--- config.mk ---
export PLATFORM = sky130hd
export DESIGN_NAME = pixel_to_ascii_text_encoder
export DESIGN_NICKNAME = d
export VERILOG_FILES = /design/src/rtl/pta_pkg.sv /design/src/rtl/pta_front.sv /design/src/rtl/pta_queue.sv /design/src/rtl/pta_back.sv /design/src/rtl/pixel_to_ascii_text_encoder.sv
export SDC_FILE = /design/constraint.sdc
export NUM_CORES = 1
export LEC_CHECK = 0
export ABC_CLOCK_PERIOD_IN_PS = 6600
export BUFFER_PORTS_ARGS = -buffer_cell sky130_fd_sc_hd__buf_4
export CORE_AREA = 2 2 144 287
export DETAILED_ROUTE_END_ITERATION = 7
export DIE_AREA = 0 0 146 289
export PLACE_DENSITY = 0.89
export SYNTH_ARGS = -nofsm -noshare
export SYNTH_HDL_FRONTEND = slang
export SYNTH_SLANG_ARGS = --single-unit
export TNS_END_PERCENT = 10
--- constraint.sdc ---
create_clock -name clock -period 6.6 [get_ports clock]
set_clock_uncertainty 0.2 [all_clocks]
set_input_delay 0 -clock clock [delete_from_list [all_inputs] [get_ports clock]]
set_output_delay 0 -clock clock [all_outputs]
set_load 0.05 [all_outputs]
--- src/rtl/pta_pkg.sv ---
// Shared constants, types and helper functions of the pixel to ASCII text encoder.
package pta_pkg;

   localparam int FRAME_WIDTH  = 640;
   localparam int FRAME_HEIGHT = 400;
   localparam int RAMP_STEPS   = 58;
   localparam int TABLE_LEN    = 58;

   localparam int COUNT_W = 12;
   localparam int SUM_W   = 10;
   localparam int IDX_W   = $clog2(RAMP_STEPS + 1);
   localparam int TAB_W   = $clog2(TABLE_LEN);
   localparam int LEVEL_W = SUM_W + IDX_W;

   // floor(x / 765) == ((x + 1) * RECIP_MUL) >> RECIP_SHIFT over the level range
   localparam int RECIP_SHIFT = 26;
   localparam int RECIP_MUL   = (2 ** RECIP_SHIFT) / 765;
   localparam int RECIP_W     = $clog2(RECIP_MUL + 1);
   localparam int PMUL_W      = LEVEL_W + 1 + RECIP_W;

   localparam logic [23:0] COLOR_RESET = 24'hFFFF00;

   localparam int QUEUE_DEPTH = 4;

   localparam logic [7:0] CH_ESC   = 8'h1B;
   localparam logic [7:0] CH_LBRKT = 8'h5B;
   localparam logic [7:0] CH_SEMI  = 8'h3B;
   localparam logic [7:0] CH_ZERO  = 8'h30;
   localparam logic [7:0] CH_TWO   = 8'h32;
   localparam logic [7:0] CH_THREE = 8'h33;
   localparam logic [7:0] CH_EIGHT = 8'h38;
   localparam logic [7:0] CH_EM    = 8'h6D;
   localparam logic [7:0] CH_NL    = 8'h0A;

   localparam logic [7:0] RAMP [TABLE_LEN] = '{
      8'h20, 8'h20, 8'h5F, 8'h5F, 8'h2D, 8'h2D, 8'h3C, 8'h3C,
      8'h5C, 8'h2F, 8'h5C, 8'h2F, 8'h7E, 8'h7E, 8'h23, 8'h23,
      8'hE2, 8'h96, 8'h91, 8'hE2, 8'h96, 8'h91,
      8'hE2, 8'h96, 8'h92, 8'hE2, 8'h96, 8'h92,
      8'hE2, 8'h96, 8'h93, 8'hE2, 8'h96, 8'h93,
      8'hE2, 8'h96, 8'h88, 8'hE2, 8'h96, 8'h88, 8'hE2, 8'h96, 8'h88,
      8'hE2, 8'h96, 8'h88, 8'hE2, 8'h96, 8'h88, 8'hE2, 8'h96, 8'h88,
      8'hE2, 8'h96, 8'h88, 8'hE2, 8'h96, 8'h88
   };

   typedef struct packed {
      logic        esc;
      logic        eol;
      logic        rst;
      logic [11:0] red_dig;
      logic [11:0] green_dig;
      logic [11:0] blue_dig;
      logic [7:0]  glyph;
   } cmd_type;

   function automatic logic [7:0] ramp_byte(input logic [IDX_W-1:0] idx);
      logic [7:0] b;
      if (int'(idx) >= TABLE_LEN) begin
         b = RAMP[TABLE_LEN-1];
      end else begin
         b = RAMP[TAB_W'(idx)];
      end
      return b;
   endfunction

   // three BCD digits of an 8-bit value
   function automatic logic [11:0] dec3(input logic [7:0] v);
      logic [1:0]  hun;
      logic [6:0]  rem;
      logic [14:0] prod;
      logic [3:0]  tens;
      logic [6:0]  ones;
      if (v >= 8'd200) begin
         hun = 2'd2;
         rem = 7'(v - 8'd200);
      end else if (v >= 8'd100) begin
         hun = 2'd1;
         rem = 7'(v - 8'd100);
      end else begin
         hun = 2'd0;
         rem = v[6:0];
      end
      prod = 15'(rem) * 15'd205;
      tens = prod[14:11];
      ones = rem - 7'({tens, 3'b000}) - 7'({tens, 1'b0});
      return {2'b00, hun, tens, ones[3:0]};
   endfunction

endpackage

--- src/rtl/pta_front.sv ---
// Front end: accepts pixels, tracks color and raster position, builds byte commands.
module pta_front (
   input  logic              clock,
   input  logic              reset,
   input  logic              color_mode,
   input  logic              req_valid,
   output logic              req_stall,
   input  logic [7:0]        req_red,
   input  logic [7:0]        req_green,
   input  logic [7:0]        req_blue,
   output logic              push,
   output pta_pkg::cmd_type  push_cmd,
   input  logic              full
);
   import pta_pkg::*;

   logic                prev_color_ff, prev_color_in;
   logic [23:0]         color_ff, color_in;
   logic [COUNT_W-1:0]  col_ff, col_in;
   logic [COUNT_W-1:0]  row_ff, row_in;

   logic                s1_valid_ff, s1_valid_in;
   logic                s1_esc_ff, s1_esc_in;
   logic                s1_eol_ff, s1_eol_in;
   logic                s1_rst_ff, s1_rst_in;
   logic [7:0]          s1_red_ff, s1_green_ff, s1_blue_ff;
   logic [LEVEL_W-1:0]  s1_level_ff, s1_level_in;

   logic                s2_valid_ff, s2_valid_in;
   cmd_type             s2_cmd_ff, s2_cmd_in;
   logic [PMUL_W-1:0]   s2_prod_ff, s2_prod_in;

   logic                accept;
   logic                s2_load;
   logic [23:0]         rgb;
   logic                esc;
   logic                eol;
   logic                eof;
   logic [SUM_W-1:0]    sum;
   logic [IDX_W-1:0]    quot;
   logic [IDX_W-1:0]    idx;

   assign push      = s2_valid_ff && !full;
   assign s2_load   = s1_valid_ff && (!s2_valid_ff || push);
   assign req_stall = s1_valid_ff && !s2_load;
   assign accept    = req_valid && !req_stall;

   assign rgb = {req_red, req_green, req_blue};
   assign esc = color_mode && (rgb != color_ff);
   assign eol = col_ff >= COUNT_W'(FRAME_WIDTH - 1);
   assign eof = row_ff >= COUNT_W'(FRAME_HEIGHT - 1);
   assign sum = SUM_W'(req_red) + SUM_W'(req_green) + SUM_W'(req_blue);

   // raster and color state
   always_comb begin
      color_in      = color_ff;
      col_in        = col_ff;
      row_in        = row_ff;
      prev_color_in = prev_color_ff;
      if (accept) begin
         prev_color_in = 1'b1;
         if (esc) begin
            color_in = rgb;
         end
         if (eol) begin
            col_in = '0;
            if (eof) begin
               row_in   = '0;
               color_in = COLOR_RESET;
            end else begin
               row_in = row_ff + 1'b1;
            end
         end else begin
            col_in = col_ff + 1'b1;
         end
      end
   end

   always_comb begin
      s1_valid_in = s1_valid_ff;
      if (accept) begin
         s1_valid_in = 1'b1;
      end else if (s2_load) begin
         s1_valid_in = 1'b0;
      end
      s1_esc_in   = esc;
      s1_eol_in   = eol;
      s1_rst_in   = eol && eof && color_mode;
      s1_level_in = LEVEL_W'(sum) * LEVEL_W'(RAMP_STEPS);
   end

   always_comb begin
      s2_valid_in = s2_valid_ff;
      if (s2_load) begin
         s2_valid_in = 1'b1;
      end else if (push) begin
         s2_valid_in = 1'b0;
      end
      s2_cmd_in.esc       = s1_esc_ff;
      s2_cmd_in.eol       = s1_eol_ff;
      s2_cmd_in.rst       = s1_rst_ff;
      s2_cmd_in.red_dig   = dec3(s1_red_ff);
      s2_cmd_in.green_dig = dec3(s1_green_ff);
      s2_cmd_in.blue_dig  = dec3(s1_blue_ff);
      s2_cmd_in.glyph     = '0;
      s2_prod_in = PMUL_W'({1'b0, s1_level_ff} + 1'b1) * PMUL_W'(RECIP_MUL);
   end

   assign quot = s2_prod_ff[RECIP_SHIFT +: IDX_W];
   assign idx  = (quot >= IDX_W'(RAMP_STEPS - 1)) ? IDX_W'(RAMP_STEPS - 1) : quot;

   always_comb begin
      push_cmd       = s2_cmd_ff;
      push_cmd.glyph = ramp_byte(idx);
   end

   always_ff @(posedge clock) begin
      if (reset) begin
         prev_color_ff <= 1'b0;
         color_ff      <= COLOR_RESET;
         col_ff        <= '0;
         row_ff        <= '0;
         s1_valid_ff   <= 1'b0;
         s2_valid_ff   <= 1'b0;
      end else begin
         prev_color_ff <= prev_color_in;
         color_ff      <= color_in;
         col_ff        <= col_in;
         row_ff        <= row_in;
         s1_valid_ff   <= s1_valid_in;
         s2_valid_ff   <= s2_valid_in;
      end
   end

   always_ff @(posedge clock) begin
      if (accept) begin
         s1_esc_ff   <= s1_esc_in;
         s1_eol_ff   <= s1_eol_in;
         s1_rst_ff   <= s1_rst_in;
         s1_red_ff   <= req_red;
         s1_green_ff <= req_green;
         s1_blue_ff  <= req_blue;
         s1_level_ff <= s1_level_in;
      end
      if (s2_load) begin
         s2_cmd_ff  <= s2_cmd_in;
         s2_prod_ff <= s2_prod_in;
      end
   end

`ifndef SYNTH
   assert property (@(posedge clock) disable iff (reset)
      req_stall |-> s1_valid_ff)
      else $error("input stalled with empty first stage");
   assert property (@(posedge clock) disable iff (reset)
      (s1_valid_ff && !s2_load) |=> s1_valid_ff)
      else $error("first stage dropped a transaction");
   assert property (@(posedge clock) disable iff (reset)
      accept |=> prev_color_ff)
      else $error("accept not recorded");
`endif

endmodule

--- src/rtl/pta_queue.sv ---
// Short command queue between the front end and the byte sequencer.
module pta_queue (
   input  logic              clock,
   input  logic              reset,
   input  logic              push,
   input  pta_pkg::cmd_type  push_cmd,
   output logic              full,
   input  logic              pop,
   output pta_pkg::cmd_type  head,
   output logic              empty
);
   import pta_pkg::*;

   localparam int PTR_W = $clog2(QUEUE_DEPTH);
   localparam int CNT_W = $clog2(QUEUE_DEPTH + 1);

   cmd_type           mem_ff [QUEUE_DEPTH];
   logic [PTR_W-1:0]  wr_ptr_ff, wr_ptr_in;
   logic [PTR_W-1:0]  rd_ptr_ff, rd_ptr_in;
   logic [CNT_W-1:0]  count_ff, count_in;

   assign full  = count_ff == CNT_W'(QUEUE_DEPTH);
   assign empty = count_ff == '0;
   assign head  = mem_ff[rd_ptr_ff];

   always_comb begin
      wr_ptr_in = wr_ptr_ff;
      rd_ptr_in = rd_ptr_ff;
      count_in  = count_ff;
      if (push) begin
         wr_ptr_in = (wr_ptr_ff == PTR_W'(QUEUE_DEPTH - 1)) ? '0 : wr_ptr_ff + 1'b1;
      end
      if (pop) begin
         rd_ptr_in = (rd_ptr_ff == PTR_W'(QUEUE_DEPTH - 1)) ? '0 : rd_ptr_ff + 1'b1;
      end
      if (push && !pop) begin
         count_in = count_ff + 1'b1;
      end else if (pop && !push) begin
         count_in = count_ff - 1'b1;
      end
   end

   always_ff @(posedge clock) begin
      if (reset) begin
         wr_ptr_ff <= '0;
         rd_ptr_ff <= '0;
         count_ff  <= '0;
      end else begin
         wr_ptr_ff <= wr_ptr_in;
         rd_ptr_ff <= rd_ptr_in;
         count_ff  <= count_in;
      end
   end

   always_ff @(posedge clock) begin
      if (push) begin
         mem_ff[wr_ptr_ff] <= push_cmd;
      end
   end

`ifndef SYNTH
   assert property (@(posedge clock) disable iff (reset) !(push && full))
      else $error("push into full queue");
   assert property (@(posedge clock) disable iff (reset) !(pop && empty))
      else $error("pop from empty queue");
   assert property (@(posedge clock) disable iff (reset)
      (!push && !pop) |=> $stable(count_ff))
      else $error("queue count moved without push or pop");
`endif

endmodule

--- src/rtl/pta_back.sv ---
// Back end: walks one command through its byte sequence into the output register.
module pta_back (
   input  logic              clock,
   input  logic              reset,
   input  pta_pkg::cmd_type  head,
   input  logic              empty,
   output logic              pop,
   output logic              rsp_valid,
   input  logic              rsp_stall,
   output logic [7:0]        rsp_text_byte,
   output logic              rsp_last_of_run
);
   import pta_pkg::*;

   localparam logic [2:0] PH_START = 3'd0;
   localparam logic [2:0] PH_ESC   = 3'd1;
   localparam logic [2:0] PH_CH0   = 3'd2;
   localparam logic [2:0] PH_CH1   = 3'd3;
   localparam logic [2:0] PH_NL    = 3'd4;
   localparam logic [2:0] PH_RST   = 3'd5;

   localparam logic [4:0] ESC_LAST = 5'd18;
   localparam logic [4:0] RST_LAST = 5'd3;

   logic [2:0]  phase_ff, phase_in;
   logic [4:0]  pos_ff, pos_in;
   logic        rsp_valid_ff, rsp_valid_in;
   logic [7:0]  rsp_byte_ff;
   logic        rsp_last_ff;

   logic        load;
   logic [2:0]  cur_phase;
   logic [2:0]  next_phase;
   logic [4:0]  next_pos;
   logic [7:0]  out_byte;
   logic        out_last;
   logic [7:0]  esc_byte;

   assign load      = !empty && (!rsp_valid_ff || !rsp_stall);
   assign cur_phase = (phase_ff == PH_START) ? (head.esc ? PH_ESC : PH_CH0) : phase_ff;

   always_comb begin
      case (pos_ff)
         5'd0:    esc_byte = CH_ESC;
         5'd1:    esc_byte = CH_LBRKT;
         5'd2:    esc_byte = CH_THREE;
         5'd3:    esc_byte = CH_EIGHT;
         5'd5:    esc_byte = CH_TWO;
         5'd7:    esc_byte = CH_ZERO + {4'b0, head.red_dig[11:8]};
         5'd8:    esc_byte = CH_ZERO + {4'b0, head.red_dig[7:4]};
         5'd9:    esc_byte = CH_ZERO + {4'b0, head.red_dig[3:0]};
         5'd11:   esc_byte = CH_ZERO + {4'b0, head.green_dig[11:8]};
         5'd12:   esc_byte = CH_ZERO + {4'b0, head.green_dig[7:4]};
         5'd13:   esc_byte = CH_ZERO + {4'b0, head.green_dig[3:0]};
         5'd15:   esc_byte = CH_ZERO + {4'b0, head.blue_dig[11:8]};
         5'd16:   esc_byte = CH_ZERO + {4'b0, head.blue_dig[7:4]};
         5'd17:   esc_byte = CH_ZERO + {4'b0, head.blue_dig[3:0]};
         5'd18:   esc_byte = CH_EM;
         default: esc_byte = CH_SEMI;
      endcase
   end

   always_comb begin
      next_phase = PH_START;
      next_pos   = '0;
      out_last   = 1'b0;
      unique case (cur_phase)
         PH_ESC: begin
            out_byte = esc_byte;
            if (pos_ff == ESC_LAST) begin
               next_phase = PH_CH0;
            end else begin
               next_phase = PH_ESC;
               next_pos   = pos_ff + 1'b1;
            end
         end
         PH_CH0: begin
            out_byte   = head.glyph;
            next_phase = PH_CH1;
         end
         PH_CH1: begin
            out_byte = head.glyph;
            if (head.eol) begin
               next_phase = PH_NL;
            end else begin
               out_last = 1'b1;
            end
         end
         PH_NL: begin
            out_byte = CH_NL;
            if (head.rst) begin
               next_phase = PH_RST;
            end else begin
               out_last = 1'b1;
            end
         end
         PH_RST: begin
            case (pos_ff)
               5'd0:    out_byte = CH_ESC;
               5'd1:    out_byte = CH_LBRKT;
               5'd2:    out_byte = CH_ZERO;
               default: out_byte = CH_EM;
            endcase
            if (pos_ff == RST_LAST) begin
               out_last = 1'b1;
            end else begin
               next_phase = PH_RST;
               next_pos   = pos_ff + 1'b1;
            end
         end
         default: begin
            out_byte = head.glyph;
         end
      endcase
   end

   assign pop = load && out_last;

   always_comb begin
      phase_in     = phase_ff;
      pos_in       = pos_ff;
      rsp_valid_in = rsp_valid_ff;
      if (load) begin
         phase_in     = next_phase;
         pos_in       = next_pos;
         rsp_valid_in = 1'b1;
      end else if (!rsp_stall) begin
         rsp_valid_in = 1'b0;
      end
   end

   always_ff @(posedge clock) begin
      if (reset) begin
         phase_ff     <= PH_START;
         pos_ff       <= '0;
         rsp_valid_ff <= 1'b0;
      end else begin
         phase_ff     <= phase_in;
         pos_ff       <= pos_in;
         rsp_valid_ff <= rsp_valid_in;
      end
   end

   always_ff @(posedge clock) begin
      if (load) begin
         rsp_byte_ff <= out_byte;
         rsp_last_ff <= out_last;
      end
   end

   assign rsp_valid       = rsp_valid_ff;
   assign rsp_text_byte   = rsp_byte_ff;
   assign rsp_last_of_run = rsp_last_ff;

`ifndef SYNTH
   assert property (@(posedge clock) disable iff (reset)
      pop |=> (phase_ff == PH_START && pos_ff == '0))
      else $error("sequencer not rewound after last byte");
   assert property (@(posedge clock) disable iff (reset)
      (phase_ff != PH_START) |-> !empty)
      else $error("command left queue mid-sequence");
   assert property (@(posedge clock) disable iff (reset)
      (phase_ff == PH_RST) |-> (pos_ff <= RST_LAST))
      else $error("reset sequence position out of range");
`endif

endmodule

--- src/rtl/pixel_to_ascii_text_encoder.sv ---
// Top level of the pixel to ASCII text encoder: register port and pipeline.
// One RGB pixel per req transaction in raster order, one text byte per rsp transaction.
// A pixel without a color escape produces 2 bytes, plus a newline at the end of a row;
// in color mode a color change adds 19 escape bytes and the end of a frame adds 4 reset
// bytes. The byte sequencer emits one byte per cycle while rsp_stall is low, so it sets the
// sustained pixel rate. The front end is two registered stages followed by a 4-entry command
// queue, so the first byte of a pixel passes both stages, the queue and the output register
// before it leaves.
// Register color_mode sits at byte address 0; write it only while the block is idle.
module pixel_to_ascii_text_encoder (
   input  logic         clock,
   input  logic         reset,
   input  logic         req_valid,
   output logic         req_stall,
   input  logic [7:0]   req_red,
   input  logic [7:0]   req_green,
   input  logic [7:0]   req_blue,
   output logic         rsp_valid,
   input  logic         rsp_stall,
   output logic [7:0]   rsp_text_byte,
   output logic         rsp_last_of_run,
   input  logic         csr_psel,
   input  logic         csr_penable,
   input  logic         csr_pwrite,
   input  logic [2:0]   csr_paddr,
   input  logic [31:0]  csr_pwdata,
   output logic [31:0]  csr_prdata,
   output logic         csr_pready
);
   import pta_pkg::*;

   logic     mode_ff, mode_in;
   logic     csr_wr;
   logic     sel_mode;
   logic     push;
   logic     pop;
   logic     full;
   logic     empty;
   cmd_type  push_cmd;
   cmd_type  head;

   assign csr_pready = 1'b1;
   assign sel_mode   = (csr_paddr == 3'd0);
   assign csr_wr     = csr_psel && csr_penable && csr_pwrite && csr_pready;
   assign mode_in    = (csr_wr && sel_mode) ? csr_pwdata[0] : mode_ff;
   assign csr_prdata = sel_mode ? {31'b0, mode_ff} : '0;

   always_ff @(posedge clock) begin
      if (reset) begin
         mode_ff <= 1'b0;
      end else begin
         mode_ff <= mode_in;
      end
   end

   pta_front u_front (
      .clock      (clock),
      .reset      (reset),
      .color_mode (mode_ff),
      .req_valid  (req_valid),
      .req_stall  (req_stall),
      .req_red    (req_red),
      .req_green  (req_green),
      .req_blue   (req_blue),
      .push       (push),
      .push_cmd   (push_cmd),
      .full       (full)
   );

   pta_queue u_queue (
      .clock    (clock),
      .reset    (reset),
      .push     (push),
      .push_cmd (push_cmd),
      .full     (full),
      .pop      (pop),
      .head     (head),
      .empty    (empty)
   );

   pta_back u_back (
      .clock           (clock),
      .reset           (reset),
      .head            (head),
      .empty           (empty),
      .pop             (pop),
      .rsp_valid       (rsp_valid),
      .rsp_stall       (rsp_stall),
      .rsp_text_byte   (rsp_text_byte),
      .rsp_last_of_run (rsp_last_of_run)
   );

endmodule

==> run summary <==
Status - finished clean
TritonCTS Sinks - 323
Layout area overhead - 10.26%
Crit start category - flop
Worst Max-Slew Pin Slew - 1117 ps
Nets - 2,535
Placed insts - 2,476
DR iter-0 viols - 1,007
Req. time, crit path - 6700 ps
Worst path slowest cell - fa_1
Hold Crit Class - input port to flop
Syn_area_per_cell - 11.71 sq um
Placement Setup Slack - 25.78 ps
Die ar. - 0.04219 sq mm
TritonCTS buffer count - 29
CP Data Arrival Time - 6610 ps
Commonest non-fill, non-tap cell in the layout - ha_1
Global routing's busiest layer - met2
Global-route usage over all layers - 23.64%
GR Layer Usage met1 - 23.36%
Most used cell, CP - ha_1
Critical path origin - u_front.s1_green_ff[0]
Setup violations, final - 0
RSZ-0062 raised after global routing - true
Chip width - 146 um
Clock buffer depth - 3
R2r worst-path depth - 27
Rows - 104
Post-synth EDFFs - 254
Finished Layout Cells - 2,587
TritonRoute pass-1 iters - 6
Final instance area - 0.02498 sq mm
Ys Warns - 0
Largest net degree at the start of global routing - 52
Crit Path Class - flop to flop
CP Capture Type - flop
Most frequent cells in the layout - ha_1, inv_1, edfxtp_1
Met3 Usage GRT - 2.346%
Post-layout util - 62.33%
Mapped cell area - 0.02266 sq mm
DP Area - 0.02345 sq mm
Final count of hold timing violations - 0
Fin. max-slew vios - 0
Synth Register Bits - 323
Max H-tree Level - 1
Via count - 15,030
Global-route wire length before repair - 80.04 mm
CTS tree - done
Crit Reg-Reg Endpoint - u_front.push_cmd[23]
Drt total wl - 50.07 mm
Routability cong. - 0.9244
Number of diodes - 0
Critical path peak fanout - 4
DRC viols - 0
Initial antenna violation count - 0
Sequential area share after synthesis - 39.76%
Vias per cell - 5.811
FMAX - 0.1536 GHz
Initial Util - 56.53%
Gr ovfl total - 0
Crit share post-route - 98.61%
Setup crit end - u_front.push_cmd[23]
Post-synth ARST share - 0%
Reg2reg setup slack - 90 ps
Root Driver - clkbuf_16
Vias in the first global route - 16,080
Core area - 0.04008 sq mm
Worst-path clk slew - 70 ps
Top FF cell, synth - edfxtp_1
Die height - 289 um
Post-route antenna net violation count - 0
CP max stage delay - 560 ps
Setup WS post-layout - 91.67 ps
Reg2Reg Launch Point - u_front.s1_green_ff[0]
Worst slew margin - 25.52%
MaxCap Viol Count - 0
M2 GR Usage - 46.97%
Cells after synthesis - 1,935
Port bufs - 46
Clk_lat worst skew - 560 ps
Final HPWL DP - 36.02 mm
Min cycle time layout - 6508 ps
Cell variety after synth - 79
Share of layout cells above drive strength 1 - 9.772%
I/O pins - 110
Routed length per instance - 19.35 um
per-layer routing:
| metal | up-vias | part of all wire, % | routed length (um) |
|---|---|---|---|
| li1 | 6915 | - | - |
| met1 | 7382 | 34 | 16890 |
| met2 | 537 | 56 | 28160 |
| met3 | 199 | 3.5 | 1762 |
| met4 | 0 | 6.5 | 3251 |
| met5 | - | 0 | 0 |
state kept, by name (all words and copies together) (netlist names), 3 cells and up, named ones only:
signal	flops
u_queue.mem_ff	164
u_front.push_cmd	33
u_front.color_ff	24
u_front.s1_level_ff	15
u_front.col_ff	12
u_front.row_ff	12
u_back.rsp_text_byte	8
u_front.s1_blue_ff	8
u_front.s1_green_ff	8
u_front.s1_red_ff	8
u_front.s2_prod_ff	6
u_back.pos_ff	5
u_back.phase_ff	3
u_queue.count_ff	3
worst min-delay path by stage:
stage	from	end	slack, ps	cells after the start
final	req_green[4]	u_front.s1_green_ff[4]	20	2
after global routing	req_green[0]	u_front.s1_green_ff[0]	10	2
after CTS	req_green[4]	u_front.s1_green_ff[4]	0.2	2
after detailed placement	req_green[5]	u_front.s1_green_ff[5]	20	1
after global placement	req_valid	u_front.s1_valid_ff	10	3
after floorplan	reset	u_back.phase_ff[0]	-130	1
area by class of cell:
cell class / count / area, sq um
Fill cell: 2859 / 15100
Multi-Input combinational cell: 1280 / 12350
Sequential cell: 323 / 9011
Inverter: 284 / 1066
Timing Repair Buffer: 116 / 985.9
Clock buffer: 37 / 755.7
Tap cell: 530 / 663.1
Clock inverter: 17 / 153.9
cell usage after synthesis (4+ instances only):
| cell type | n | area share, % |
|---|---|---|
| o21a_1 | 8 | 0.27 |
| a21o_1 | 21 | 0.70 |
| xnor2_1 | 66 | 2.6 |
| a21oi_1 | 89 | 2.0 |
| o21bai_1 | 8 | 0.27 |
| nand3_1 | 25 | 0.55 |
| dfxtp_1 | 69 | 6.1 |
| a22oi_1 | 7 | 0.23 |
| and2_1 | 13 | 0.36 |
| xor2_1 | 42 | 1.6 |
| mux2i_1 | 32 | 1.4 |
| nor4_1 | 6 | 0.17 |
| a211o_1 | 4 | 0.15 |
| a311o_1 | 4 | 0.18 |
| a21boi_0 | 5 | 0.17 |
| o21ai_0 | 51 | 1.1 |
| or2_2 | 8 | 0.22 |
| clkbuf_1 | 34 | 0.56 |
| ha_1 | 311 | 17 |
| or3_1 | 6 | 0.17 |
| fa_1 | 124 | 11 |
| o22ai_1 | 10 | 0.28 |
| mux4_2 | 41 | 4.1 |
| nor2b_1 | 19 | 0.52 |
| buf_2 | 9 | 0.20 |
| a31oi_1 | 13 | 0.36 |
| nor2_1 | 113 | 1.9 |
| nand2_1 | 96 | 1.6 |
| edfxtp_1 | 254 | 34 |
| inv_1 | 284 | 4.7 |
| o211ai_1 | 14 | 0.46 |
| nand2b_1 | 6 | 0.17 |
| nand4_1 | 15 | 0.41 |
| buf_4 | 32 | 1.1 |
| and3_1 | 10 | 0.28 |
| a211oi_1 | 4 | 0.13 |
| nor3_1 | 20 | 0.44 |
repair_timing:
action,CTS,global route
hold buffers,46,0
resized for setup,4,19
pin swaps,1,12
endpoints found under the hold margin,74,0
cloned,0,0
setup buffers,1,10
endpoints found under the setup margin,2,3
logic make-up after synthesis:
group	after synthesis	synth area share, %
mux	74	5.539
buf+inv	362	6.643
simple gates	346	7.063
fa+ha+maj	435	28.13
xor+xnor	112	4.600
compound gates	281	8.234
other cells	2	0.03315
flops	323	39.76
worst max-delay path, delay by kind of cell (launching register included):
kind	cells	cell delay [ps]
AOI/OAI and AO/OA	8	1450
xor gates and xnor gates	4	840
adders and majority gates	7	2480
buffers and inverters	3	300
DFF	1	440
and+or+nand+nor	5	550
through the flow:
| step | hold WS [ps] | TNS (ps) |
|---|---|---|
| after global routing | 14.25 | -412.7 |
| after detailed placement | 19.08 | 0 |
| after floorplan | -127.9 | 0 |
| after global placement | 11.45 | 0 |
| final | 20.69 | 0 |
| after CTS | 0.1591 | 0 |
Power is left out: the tool's default activity adds up to more than one toggle a clock period on the data nets, which glitch-free logic cannot reach.
